<file path="src/hw/rtl/skf_pkg.sv">
// ----------------------------------------------------------------------------
// skf_pkg
// Shared types, constants and the control program of the scalar Kalman filter.
// ----------------------------------------------------------------------------
package skf_pkg;

  localparam int DATA_W    = 32;
  localparam int GAIN_FRAC = 16;
  localparam int GAIN_W    = GAIN_FRAC + 1;
  localparam int PROD_W    = DATA_W + GAIN_W;
  localparam int DIV_STEPS = GAIN_W;
  localparam int CNT_W     = $clog2(DIV_STEPS);
  localparam int STEP_W    = 4;
  localparam int CFG_IDX_W = 2;

  localparam logic [GAIN_W-1:0] GAIN_ONE = GAIN_W'(1) << GAIN_FRAC;
  localparam logic [PROD_W-1:0] ROUND_HALF = PROD_W'(1) << (GAIN_FRAC - 1);

  localparam logic [DATA_W-1:0] Q_RESET  = DATA_W'(1180);
  localparam logic [DATA_W-1:0] R_RESET  = DATA_W'(101057);
  localparam logic [DATA_W-1:0] P0_RESET = DATA_W'(1311);

  localparam logic [CFG_IDX_W-1:0] REG_PROCESS_NOISE = CFG_IDX_W'(0);
  localparam logic [CFG_IDX_W-1:0] REG_MEASURE_NOISE = CFG_IDX_W'(1);
  localparam logic [CFG_IDX_W-1:0] REG_INITIAL_COV   = CFG_IDX_W'(2);

  localparam logic [STEP_W-1:0] STEP_ACCEPT   = STEP_W'(0);
  localparam logic [STEP_W-1:0] STEP_RESTART  = STEP_W'(1);
  localparam logic [STEP_W-1:0] STEP_PRIOR    = STEP_W'(2);
  localparam logic [STEP_W-1:0] STEP_DIV_INIT = STEP_W'(3);
  localparam logic [STEP_W-1:0] STEP_DIV_STEP = STEP_W'(4);
  localparam logic [STEP_W-1:0] STEP_GAIN     = STEP_W'(5);
  localparam logic [STEP_W-1:0] STEP_MUL_EST  = STEP_W'(6);
  localparam logic [STEP_W-1:0] STEP_EST      = STEP_W'(7);
  localparam logic [STEP_W-1:0] STEP_COV      = STEP_W'(8);
  localparam logic [STEP_W-1:0] STEP_PUBLISH  = STEP_W'(9);

  typedef enum logic [3:0] {
    OP_NOP,
    OP_ACCEPT,
    OP_RESTART,
    OP_PRIOR,
    OP_DIV_INIT,
    OP_DIV_STEP,
    OP_GAIN,
    OP_MUL_EST,
    OP_EST,
    OP_COV,
    OP_PUBLISH
  } op_t;

  typedef enum logic [1:0] {
    WAIT_NONE,
    WAIT_SAMPLE,
    WAIT_OUT
  } wait_t;

  typedef enum logic [1:0] {
    JMP_NONE,
    JMP_ALWAYS,
    JMP_DIV_MORE
  } jmp_t;

  typedef enum logic {
    MUL_EST,
    MUL_COV
  } mul_sel_t;

  typedef struct packed {
    op_t               op;
    wait_t             wait_on;
    jmp_t              jmp;
    logic [STEP_W-1:0] target;
    mul_sel_t          mul_sel;
  } ucode_t;

  typedef struct packed {
    op_t      op;
    mul_sel_t mul_sel;
    logic     go;
  } step_t;

  typedef struct packed {
    logic sample_valid;
    logic out_free;
  } seq_status_t;

  function automatic ucode_t ucode(input logic [STEP_W-1:0] addr);
    ucode_t w;
    w = '{op: OP_NOP, wait_on: WAIT_NONE, jmp: JMP_ALWAYS, target: STEP_ACCEPT,
          mul_sel: MUL_EST};
    case (addr)
      STEP_ACCEPT: begin
        w.op      = OP_ACCEPT;
        w.wait_on = WAIT_SAMPLE;
        w.jmp     = JMP_NONE;
      end
      STEP_RESTART: begin
        w.op  = OP_RESTART;
        w.jmp = JMP_NONE;
      end
      STEP_PRIOR: begin
        w.op  = OP_PRIOR;
        w.jmp = JMP_NONE;
      end
      STEP_DIV_INIT: begin
        w.op  = OP_DIV_INIT;
        w.jmp = JMP_NONE;
      end
      STEP_DIV_STEP: begin
        w.op     = OP_DIV_STEP;
        w.jmp    = JMP_DIV_MORE;
        w.target = STEP_DIV_STEP;
      end
      STEP_GAIN: begin
        w.op  = OP_GAIN;
        w.jmp = JMP_NONE;
      end
      STEP_MUL_EST: begin
        w.op      = OP_MUL_EST;
        w.jmp     = JMP_NONE;
        w.mul_sel = MUL_EST;
      end
      STEP_EST: begin
        w.op      = OP_EST;
        w.jmp     = JMP_NONE;
        w.mul_sel = MUL_COV;
      end
      STEP_COV: begin
        w.op  = OP_COV;
        w.jmp = JMP_NONE;
      end
      STEP_PUBLISH: begin
        w.op      = OP_PUBLISH;
        w.wait_on = WAIT_OUT;
        w.jmp     = JMP_ALWAYS;
        w.target  = STEP_ACCEPT;
      end
      default: begin
        w.op  = OP_NOP;
        w.jmp = JMP_ALWAYS;
      end
    endcase
    return w;
  endfunction

endpackage

</file>
<file path="src/hw/rtl/skf_seq.sv">
// ----------------------------------------------------------------------------
// skf_seq
// Step counter, control store and loop counter of the filter sequencer.
// ----------------------------------------------------------------------------
module skf_seq (
  input  logic                clk,
  input  logic                rst,
  input  skf_pkg::seq_status_t status,
  output skf_pkg::step_t      step
);
  import skf_pkg::*;

  logic [STEP_W-1:0] pc;
  logic [STEP_W-1:0] pc_next;
  logic [CNT_W-1:0]  cnt;
  logic [CNT_W-1:0]  cnt_next;
  ucode_t            word;
  logic              waiting;

  assign word = ucode(pc);

  always_comb begin
    case (word.wait_on)
      WAIT_SAMPLE: waiting = !status.sample_valid;
      WAIT_OUT:    waiting = !status.out_free;
      default:     waiting = 1'b0;
    endcase
  end

  always_comb begin
    pc_next = pc + STEP_W'(1);
    if (waiting) begin
      pc_next = pc;
    end else begin
      case (word.jmp)
        JMP_ALWAYS:   pc_next = word.target;
        JMP_DIV_MORE: if (cnt != '0) pc_next = word.target;
        default:      pc_next = pc + STEP_W'(1);
      endcase
    end
  end

  always_comb begin
    cnt_next = cnt;
    case (word.op)
      OP_DIV_INIT: cnt_next = CNT_W'(DIV_STEPS - 1);
      OP_DIV_STEP: if (cnt != '0) cnt_next = cnt - CNT_W'(1);
      default:     cnt_next = cnt;
    endcase
  end

  always_ff @(posedge clk) begin
    if (rst) begin
      pc  <= STEP_ACCEPT;
      cnt <= '0;
    end else begin
      pc  <= pc_next;
      cnt <= cnt_next;
    end
  end

  assign step.op      = word.op;
  assign step.mul_sel = word.mul_sel;
  assign step.go      = !waiting;

endmodule

</file>
<file path="src/hw/rtl/scalar_kalman_filter_core.sv">
// ----------------------------------------------------------------------------
// scalar_kalman_filter_core
// One-dimensional Kalman filter on signed Q16.16 samples, microcoded datapath.
// ----------------------------------------------------------------------------
// Each sample holds the sequencer through one acceptance step, three set-up
// steps, seventeen passes of the radix-2 restoring divider that forms the
// Q1.16 gain, and five steps that latch the gain, share one 32x17 multiplier
// for the estimate and covariance updates and then load the result register.
// The sequencer then returns to its acceptance step, so a new sample is not
// taken until the previous one has passed through every step. A result still
// stalled downstream holds the load step until it leaves. A new sample is
// taken as soon as the sequencer returns to its acceptance step, even while
// the previous result still waits downstream.
// The first sample after reset or after a sample marked last restarts the
// filter from that sample and the initial covariance. Configuration writes are
// always ready; write them only while no transaction is in flight.
module scalar_kalman_filter_core (
  input  logic                                   clk,
  input  logic                                   rst,
  input  logic                                   cfg_valid,
  output logic                                   cfg_ready,
  input  logic [skf_pkg::CFG_IDX_W-1:0]          cfg_index,
  input  logic [skf_pkg::DATA_W-1:0]             cfg_data,
  input  logic                                   sample_valid,
  output logic                                   sample_stall,
  input  logic signed [skf_pkg::DATA_W-1:0]      measurement,
  input  logic                                   last,
  output logic                                   result_valid,
  input  logic                                   result_stall,
  output logic signed [skf_pkg::DATA_W-1:0]      estimate,
  output logic [skf_pkg::DATA_W-1:0]             covariance,
  output logic [skf_pkg::GAIN_W-1:0]             gain,
  output logic                                   done_res
);
  import skf_pkg::*;

  logic [DATA_W-1:0]        process_noise;
  logic [DATA_W-1:0]        measure_noise;
  logic [DATA_W-1:0]        initial_cov;

  logic signed [DATA_W-1:0] z;
  logic                     last_q;
  logic signed [DATA_W-1:0] est;
  logic [DATA_W-1:0]        cov;
  logic                     restart;
  logic [DATA_W-1:0]        p;
  logic [DATA_W:0]          denom;
  logic                     dzero;
  logic [DATA_W:0]          rem;
  logic [GAIN_W-1:0]        dq;
  logic [GAIN_W-1:0]        gain_q;
  logic                     neg;
  logic [DATA_W-1:0]        mag;
  logic [PROD_W-1:0]        prod;

  logic [DATA_W:0]          prior_sum;
  logic [DATA_W-1:0]        prior_calc;
  logic [DATA_W:0]          denom_calc;
  logic signed [DATA_W:0]   diff;
  logic [DATA_W:0]          trial;
  logic [DATA_W+1:0]        trial_sub;
  logic                     trial_ge;
  logic [DATA_W-1:0]        mul_a;
  logic [GAIN_W-1:0]        mul_b;
  logic [PROD_W-1:0]        prod_calc;
  logic [PROD_W-1:0]        prod_round;
  logic [DATA_W-1:0]        step_amt;
  logic signed [DATA_W:0]   est_wide;
  logic signed [DATA_W-1:0] est_calc;
  logic [DATA_W-1:0]        cov_calc;
  logic                     out_free;

  step_t                    step;
  seq_status_t              status;

  assign out_free            = !result_valid || !result_stall;
  assign status.sample_valid = sample_valid;
  assign status.out_free     = out_free;

  skf_seq u_seq (
    .clk    (clk),
    .rst    (rst),
    .status (status),
    .step   (step)
  );

  assign cfg_ready    = 1'b1;
  assign sample_stall = (step.op != OP_ACCEPT);

  always_ff @(posedge clk) begin
    if (rst) begin
      process_noise <= Q_RESET;
      measure_noise <= R_RESET;
      initial_cov   <= P0_RESET;
    end else if (cfg_valid && cfg_ready) begin
      case (cfg_index)
        REG_PROCESS_NOISE: process_noise <= cfg_data;
        REG_MEASURE_NOISE: measure_noise <= cfg_data;
        REG_INITIAL_COV:   initial_cov   <= cfg_data;
        default: ;
      endcase
    end
  end

  assign prior_sum  = {1'b0, cov} + {1'b0, process_noise};
  assign prior_calc = prior_sum[DATA_W] ? '1 : prior_sum[DATA_W-1:0];
  assign denom_calc = {1'b0, p} + {1'b0, measure_noise};
  assign diff       = {z[DATA_W-1], z} - {est[DATA_W-1], est};

  assign trial     = {rem[DATA_W-1:0], dq[GAIN_W-1]};
  assign trial_sub = {1'b0, trial} - {1'b0, denom};
  assign trial_ge  = rem[DATA_W] || !trial_sub[DATA_W+1];

  assign mul_a     = (step.mul_sel == MUL_COV) ? p : mag;
  assign mul_b     = (step.mul_sel == MUL_COV) ? (GAIN_ONE - gain_q) : gain_q;
  assign prod_calc = PROD_W'(mul_a) * PROD_W'(mul_b);

  assign prod_round = prod + ROUND_HALF;
  assign step_amt   = prod_round[GAIN_FRAC +: DATA_W];
  assign cov_calc   = prod_round[GAIN_FRAC +: DATA_W];
  assign est_wide   = neg ? ({est[DATA_W-1], est} - {1'b0, step_amt})
                          : ({est[DATA_W-1], est} + {1'b0, step_amt});
  assign est_calc   = est_wide[DATA_W-1:0];

  always_ff @(posedge clk) begin
    if (rst) begin
      restart <= 1'b1;
    end else if (step.go) begin
      case (step.op)
        OP_RESTART: restart <= 1'b0;
        OP_COV:     if (last_q) restart <= 1'b1;
        default: ;
      endcase
    end
  end

  always_ff @(posedge clk) begin
    if (rst) begin
      est <= '0;
      cov <= '0;
    end else if (step.go) begin
      case (step.op)
        OP_RESTART: begin
          if (restart) begin
            est <= z;
            cov <= initial_cov;
          end
        end
        OP_EST:  est <= est_calc;
        OP_COV:  cov <= cov_calc;
        default: ;
      endcase
    end
  end

  always_ff @(posedge clk) begin
    if (step.go) begin
      case (step.op)
        OP_ACCEPT: begin
          z      <= measurement;
          last_q <= last;
        end
        OP_PRIOR: p <= prior_calc;
        OP_DIV_INIT: begin
          denom <= denom_calc;
          dzero <= (denom_calc == '0);
          rem   <= {2'b00, p[DATA_W-1:1]};
          dq    <= {p[0], {(GAIN_W-1){1'b0}}};
          neg   <= diff[DATA_W];
          mag   <= diff[DATA_W] ? DATA_W'(-diff) : diff[DATA_W-1:0];
        end
        OP_DIV_STEP: begin
          rem <= trial_ge ? trial_sub[DATA_W:0] : trial;
          dq  <= {dq[GAIN_W-2:0], trial_ge};
        end
        OP_GAIN:    gain_q <= dzero ? '0 : dq;
        OP_MUL_EST: prod   <= prod_calc;
        OP_EST:     prod   <= prod_calc;
        default: ;
      endcase
    end
  end

  always_ff @(posedge clk) begin
    if (rst) begin
      result_valid <= 1'b0;
    end else if (step.go && step.op == OP_PUBLISH) begin
      result_valid <= 1'b1;
    end else if (!result_stall) begin
      result_valid <= 1'b0;
    end
  end

  always_ff @(posedge clk) begin
    if (step.go && step.op == OP_PUBLISH) begin
      estimate   <= est;
      covariance <= cov;
      gain       <= gain_q;
      done_res   <= last_q;
    end
  end

`ifndef NO_ASSERTIONS
  a_div_rem_below_divisor: assert property (@(posedge clk) disable iff (rst)
    (step.op == OP_DIV_STEP && !dzero) |-> (rem < denom))
    else $error("divider remainder not below divisor");

  a_gain_in_range: assert property (@(posedge clk) disable iff (rst)
    (step.go && step.op == OP_GAIN) |=> (gain_q <= GAIN_ONE))
    else $error("gain above one");

  a_est_between: assert property (@(posedge clk) disable iff (rst)
    (step.go && step.op == OP_EST) |->
      (neg ? (est_calc >= z && est_calc <= est) : (est_calc >= est && est_calc <= z)))
    else $error("estimate left the span between prior and sample");

  a_cov_not_above_prior: assert property (@(posedge clk) disable iff (rst)
    (step.go && step.op == OP_COV) |-> (cov_calc <= p))
    else $error("posterior covariance above prior");
`endif

endmodule
</file>
<file path="config.mk">
export PLATFORM = sky130hd
export DESIGN_NAME = scalar_kalman_filter_core
export DESIGN_NICKNAME = d
export VERILOG_FILES = /design/src/hw/rtl/skf_pkg.sv /design/src/hw/rtl/skf_seq.sv /design/src/hw/rtl/scalar_kalman_filter_core.sv
export SDC_FILE = /design/constraint.sdc
export NUM_CORES = 2
export LEC_CHECK = 0
export BUFFER_PORTS_ARGS = -buffer_cell sky130_fd_sc_hd__buf_2
export CAP_MARGIN = 20
export CORE_MARGIN = 1.5
export CORE_UTILIZATION = 40
export DETAILED_ROUTE_END_ITERATION = 6
export SLEW_MARGIN = 20
export SYNTH_ARGS = -nofsm -noshare
export SYNTH_HDL_FRONTEND = slang
export SYNTH_SLANG_ARGS = --single-unit
</file>
<file path="constraint.sdc">
create_clock -name clk -period 14.2 [get_ports clk]
set_clock_uncertainty 0.1 [all_clocks]
set_input_delay 1.42 -clock clk [delete_from_list [all_inputs] [get_ports clk]]
set_output_delay 1.42 -clock clk [all_outputs]
set_load 0.01 [all_outputs]
</file>
# Word level (Yosys, flattened, before mapping)

Index checks and enable logic that the tools add are counted.

Register bits: 500
Bits of input ports: 72
Output and inout port bits: 85
Word-level logic and storage cells: 123

$add $sub $neg: 11
$mul: 1
Eq/ne operators: 30
Multiplexer cells: 25
Bitwise gates (word level): 1
Reductions and logical operators: 31

Operators with widths:

| cell                                                                  | number |
|---|---|
| 32-bit two-way mux                                                    | 5 |
| 32-bit case mux with 2 select lines                                   | 2 |
| 32-bit by 32-bit adder with 33-bit output                             | 2 |
| 33-bit case mux with 2 select lines                                   | 1 |
| 48-bit by 16-bit adder with 48-bit output, second input constant      | 1 |
| 32-bit by 17-bit multiplier with 48-bit output                        | 1 |
| 4-bit case mux with 10 select lines                                   | 1 |
| 17-bit case mux with 2 select lines                                   | 1 |
| 33-bit by 33-bit subtractor with 34-bit output                        | 1 |
| 33-bit zero test                                                      | 1 |
| 33-bit two-way mux                                                    | 1 |
| 32-bit by 32-bit subtractor with 33-bit output                        | 1 |
| 32-bit adder                                                          | 1 |
| 4-bit by 3-bit equality test with 1-bit output, second input constant | 8 |
| 32-bit negator                                                        | 1 |
| 32-bit subtractor                                                     | 1 |
| 4-bit equality test, second input constant                            | 5 |
| 2-bit AND reduction                                                   | 10 |
| 17-bit two-way mux                                                    | 1 |
| 17-bit subtractor, first input constant                               | 1 |
| 4-bit by 2-bit equality test with 1-bit output, second input constant | 4 |
| 5-bit case mux with 2 select lines                                    | 1 |
| 3-bit AND reduction                                                   | 3 |
| 4-bit by 1-bit equality test with 1-bit output, second input constant | 2 |
| other kinds (24)                                                      | 43 |

# Longest topological paths before layout

Word-level depth: 7
Depth in mapped cells: 33
Mapped depth without buffers: 32

# Modules after synthesis

Synthesis repeated with hierarchy kept, for this count alone.

Cells, all modules: 4861
Area total of the unflattened synthesis: 44327.5 um^2

Modules (own cells, without submodules):

| module                    | instances | cells an instance | area an instance (um^2) | sequential area each (um^2) |
|---|---|---|---|---|
| scalar_kalman_filter_core | 1         | 4771              | 43575.5                 | 12672.2 |
| skf_seq                   | 1         | 90                | 752.0                   | 180.2 |

# Worst setup path after synthesis

Ideal clock, no wire load.

Path kind: reg-to-reg
Start: reg gain_q[0]
End: reg prod[47], data pin
Library setup time: 0.136 ns
Arrival time: 8.039 ns
Data required time: 13.964 ns
Setup slack: 5.925 ns
Stages on the path, launching flop included: 31
Path buffers: 2
Clock period less this slack: 8.275 ns
Path through: edfxtp_1 -> clkbuf_1 -> inv_1 -> ha_1 -> nand3_1 -> nor3_1 -> nand3b_1 -> o41ai_1 -> xor2_1 -> clkbuf_1 -> nor2_1 -> fa_1 -> fa_1 -> fa_1 -> fa_1 -> fa_1 -> inv_1 -> fa_1 -> inv_1 -> ha_1 -> a21o_1 -> a21oi_1 -> o21ai_0 -> a21oi_1 -> a2bb2oi_2 -> a21oi_1 -> o21ai_1 -> a21oi_1 -> o41a_1 -> or4_1 -> nand3_1

Cells in the longest elaborated chain, start to end: 3

Ends and longest elaborated chain:

| item                                             | RTL line                         | source |
|---|---|---|
| start, declared                                  | scalar_kalman_filter_core.sv:51  | `logic [GAIN_W-1:0] gain_q;` |
| start signal, assigned                           | scalar_kalman_filter_core.sv:176 | `OP_GAIN: gain_q <= dzero ? '0 : dq;` |
| 17-bit subtractor                                | scalar_kalman_filter_core.sv:115 | `assign mul_b = (step.mul_sel == MUL_COV) ? (GAIN_ONE - gain_q) : gain_q;` |
| 17-bit two-way mux *                             | scalar_kalman_filter_core.sv:115 |  |
| 32-bit by 17-bit multiplier with 48-bit output * | scalar_kalman_filter_core.sv:116 | `assign prod_calc = PROD_W'(mul_a) * PROD_W'(mul_b);` |
| named net prod_calc[47]                          | scalar_kalman_filter_core.sv:65  | `logic [PROD_W-1:0] prod_calc;` |
| end signal, assigned                             | scalar_kalman_filter_core.sv:177 | `OP_MUL_EST: prod <= prod_calc;` |
| end signal, assigned                             | scalar_kalman_filter_core.sv:178 | `OP_EST: prod <= prod_calc;` |
| end, declared                                    | scalar_kalman_filter_core.sv:54  | `logic [PROD_W-1:0] prod;` |

Mark *: on every way through the listed nets, which the timed path passes. The rest lies on a longest branch.
A chain may end at the register's enable or synchronous reset.

# Final worst setup path

Start: reg u_seq.pc[1]
End: reg prod[47], data pin

Cells in the longest elaborated chain, start to end: 4
Elaborated cells on any way between the ends: 5
Those cells by class: mul (1); eq/ne (1); mux (3)

Ends and longest elaborated chain:

| item                                                            | RTL line                                                           | source |
|---|---|---|
| start, declared                                                 | skf_seq.sv:13                                                      | `logic [STEP_W-1:0] pc;` |
| start signal, assigned                                          | skf_seq.sv:57                                                      | `pc <= pc_next;` |
| 4-bit by 3-bit equality test with 1-bit output *                | skf_pkg.sv:92                                                      | `case (addr)` |
| 1-bit two-way mux *                                             | skf_pkg.sv:92                                                      |  |
| 32-bit two-way mux / 17-bit two-way mux (equally long branches) | scalar_kalman_filter_core.sv:114, scalar_kalman_filter_core.sv:115 |  |
| 32-bit by 17-bit multiplier with 48-bit output *                | scalar_kalman_filter_core.sv:116                                   |  |
| named net prod_calc[47]                                         | scalar_kalman_filter_core.sv:65                                    |  |

Marked as above.

==> results.json <==
{
  "die_w_um": 337.5,
  "crit_path_end": "prod[47]$_DFFE_PP_",
  "synthAdderAreaFrac_pct": 28.22,
  "cts.sinks": 485,
  "cts_buffers": 53,
  "drtIter0Drc": 2651,
  "cts_setup_buffers": 0,
  "synthMuxAreaShare_pct": 0.8974,
  "synth_compound_area_share_pct": 12.24,
  "drt-total-wl_mm": 136.9,
  "vias": 35249,
  "start_util_pct": 40.39,
  "crit-reg2reg-capture": "prod[47]$_DFFE_PP_",
  "yosys.area.top_type": "edfxtp_1",
  "layout_commonest_cell": "nand2_1",
  "drive_above_1_share_pct": 7.271,
  "htreeDepth": 2,
  "cp_slowest_stage_delay_ps": 890,
  "antenna_left": 0,
  "reg2reg_slack_ps": 4710,
  "avgRoutedWirePerCell_um": 20.64,
  "core_mm2": 0.1108,
  "setup_violations": 0,
  "post_cts_resized": 0,
  "yosys-top-cells-area": "edfxtp_1 (21%), fa_1 (20%), ha_1 (8.1%), dfxtp_1 (7.6%), nand2_1 (7.3%)",
  "ys_seq_elements": 485,
  "fin_crit_ps": 9490,
  "whs_path_depth": 2,
  "fin_nets": 5910,
  "area_growth_pct": 10.01,
  "grt_pass1_vias": 34784,
  "netlist_instances": 5024,
  "hold_viol": 0,
  "ctsHoldBuffers": 0,
  "synth_xor_area_share_pct": 5.519,
  "critPathKind": "flop to flop",
  "fillers": 11005,
  "port_buffers": 155,
  "antenna_found_initial": 6,
  "critPathLaunch": "u_seq.pc[1]$_SDFFE_PP0N_",
  "cp_common_cell": "fa_1",
  "tns_ps": 0,
  "yosys_warnings": 0,
  "insertion_delay_ps": 640,
  "grt.overflow.total": 0,
  "root_buffer": "clkbuf_16",
  "rows": 122,
  "period_share_pct": 66.83,
  "ff2ff_path_depth": 27,
  "clkTransAtPathRegs_ps": 60,
  "firstDrtPassIters": 6,
  "synth_ff_type": "edfxtp_1",
  "yosysUniqueCellTypes": 97,
  "tightestPinTransition_ps": 1121,
  "grt_usage_pct": 24.29,
  "grt_max_degree": 97,
  "peakVddDrop_v": 0.0004745,
  "instances_no_fill": 6633,
  "endpoint_kind": "flop",
  "status": "complete, no violations",
  "grt_pass1_wl_mm": 210.0,
  "place_inst": 6531,
  "arrival_ps": 9900,
  "cts.path.max_buffers": 3,
  "synthArstFlopShare_pct": 0,
  "power_density_mw_per_mm2": 254.4,
  "required_ps": 14610,
  "max_cap_violations": 0,
  "max-slew-margin-rel_pct": 25.17,
  "detailed_place_hpwl_mm": 107.0,
  "synth_simple_gate_area_share_pct": 16.96,
  "gp_congestion": 0.9304,
  "rsz0062_at_grt": "no",
  "cts_tree": "yes",
  "slowest_stage": "xor2_4",
  "synth_nets": 5835,
  "timing.fmax_ghz": 0.1054,
  "vias_per_cell": 5.314,
  "synth_top_family_by_area": "adder cells",
  "synth-edff-count": 314,
  "drc": 0,
  "dieHeight_um": 337.5,
  "start_kind": "flop",
  "seq_area_frac_synth_pct": 28.72,
  "maxSlewViolCount": 0,
  "final_cell_mix": "nand2_1 (870), inv_1 (687), fa_1 (451)",
  "avgSynthCellArea_um2": 8.908,
  "fin_util_pct": 44.43,
  "path_max_fanout": 24,
  "dieArea_mm2": 0.1139,
  "synth_top_area_share_pct": 21.07,
  "p_leak_nw": 21.86,
  "io_pins": 157,
  "reg2reg_from": "u_seq.pc[1]$_SDFFE_PP0N_",
  "holdCritPathClass": "flop to flop",
  "synth.cell_area_mm2": 0.04476
}
where the power goes:
group	total, mW	switching (mW)	leakage, nW	internal [mW]
Clock	1.53	0.613	0.922	0.913
Sequential	2.46	0.293	4.23	2.17
Combinational	8.54	5.41	16.7	3.13
cell type report:
cell class	count	area (um2)	area share, %
antenna	1	2.502	0.005082
inverter	687	2579	5.237
sequential	485	12850	26.10
clock buffer	68	1424	2.892
timing repair buffer	215	1226	2.490
tap	1488	1862	3.781
multi-input combinational	3657	28820	58.52
clock inverter	32	476.7	0.9682
worst max-delay path: cells and delay by family (launching register included):
kind                     cells  cell delay [ps]
XOR/XNOR                     1              890
AND/OR/NAND/NOR              5             1280
adder cells (fa/ha/maj)      8             3230
flip-flops                   1              410
AO/OA/AOI/OAI               10             3270
buffers and inverters        3              140
synthesized netlist by cell type, types with 29 or more instances:
cell type	n
nand2_1	872
inv_1	687
fa_1	451
nor2_1	445
a21oi_1	330
edfxtp_1	314
ha_1	288
clkbuf_1	184
dfxtp_1	171
xnor2_1	170
o21ai_0	134
xor2_1	112
a21o_1	89
nand3_1	62
nor3_1	58
a211oi_1	57
and2_1	55
nor2b_1	49
mux2i_1	39
o21a_1	37
a31oi_1	34
and3_1	31
nand2b_1	29
how the worst min path moves through the flow:
stage / slack [ps] / startpoint / endpoint
CTS: 360 / initial_cov[17]$_SDFFE_PP0P_ / initial_cov[17]$_SDFFE_PP0P_
floorplan: 320 / gain_q[11]$_SDFFCE_PP0P_ / gain[11]$_DFFE_PP_
global placement: 340 / initial_cov[27]$_SDFFE_PP0P_ / initial_cov[27]$_SDFFE_PP0P_
finish: 360 / initial_cov[24]$_SDFFE_PP0P_ / initial_cov[24]$_SDFFE_PP0P_
global route: 370 / initial_cov[22]$_SDFFE_PP0P_ / initial_cov[22]$_SDFFE_PP0P_
detailed placement: 350 / initial_cov[17]$_SDFFE_PP0P_ / initial_cov[17]$_SDFFE_PP0P_
flip-flops by register name (all words and copies together), names as in the netlist, 4 cells and up:
signal / cells
p: 32
initial_cov: 32
estimate: 32
process_noise: 32
cov: 32
gain_q: 17
denom: 33
rem: 33
u_seq.pc: 4
mag: 32
gain: 17
u_seq.cnt: 5
dq: 17
measure_noise: 32
prod: 33
z: 32
covariance: 32
est: 32
through the flow:
| stage | power, mW | setup WS [ps] | cell area (um2) | hold WS (ps) |
|---|---|---|---|---|
| 2_1_floorplan | 8.059 | 5925 | 44760 | 324.4 |
| 3_3_place_gp | 10.91 | 4784 | 47320 | 343.0 |
| 3_5_place_dp | 10.89 | 4641 | 47320 | 347.5 |
| 4_1_cts | 12.54 | 4629 | 49220 | 357.1 |
| 5_1_grt | 13.53 | 4123 | 49230 | 374.5 |
| 6_report | 12.52 | 4710 | 49240 | 355.5 |
layer usage:
| metal | part of all wire [%] | vias to the layer above | routed length, um | global-route usage, % |
|---|---|---|---|---|
| met5 | 0.031 | - | 42 | 0 |
| met4 | 3.8 | 6 | 5205 | 8.501 |
| met3 | 7.3 | 225 | 10050 | 4.468 |
| met2 | 44 | 1083 | 60840 | 37.88 |
| met1 | 44 | 17290 | 60730 | 33.73 |
| li1 | - | 16645 | - | - |
cells by family after synthesis:
family | count (synthesis)
multiplexers | 40
flip-flops | 485
AND/OR/NAND/NOR | 1734
XOR/XNOR | 282
buffers and inverters | 882
other | 1
AO/OA/AOI/OAI | 861
adder cells (fa/ha/maj) | 739
(Power assumes the default switching activity.)
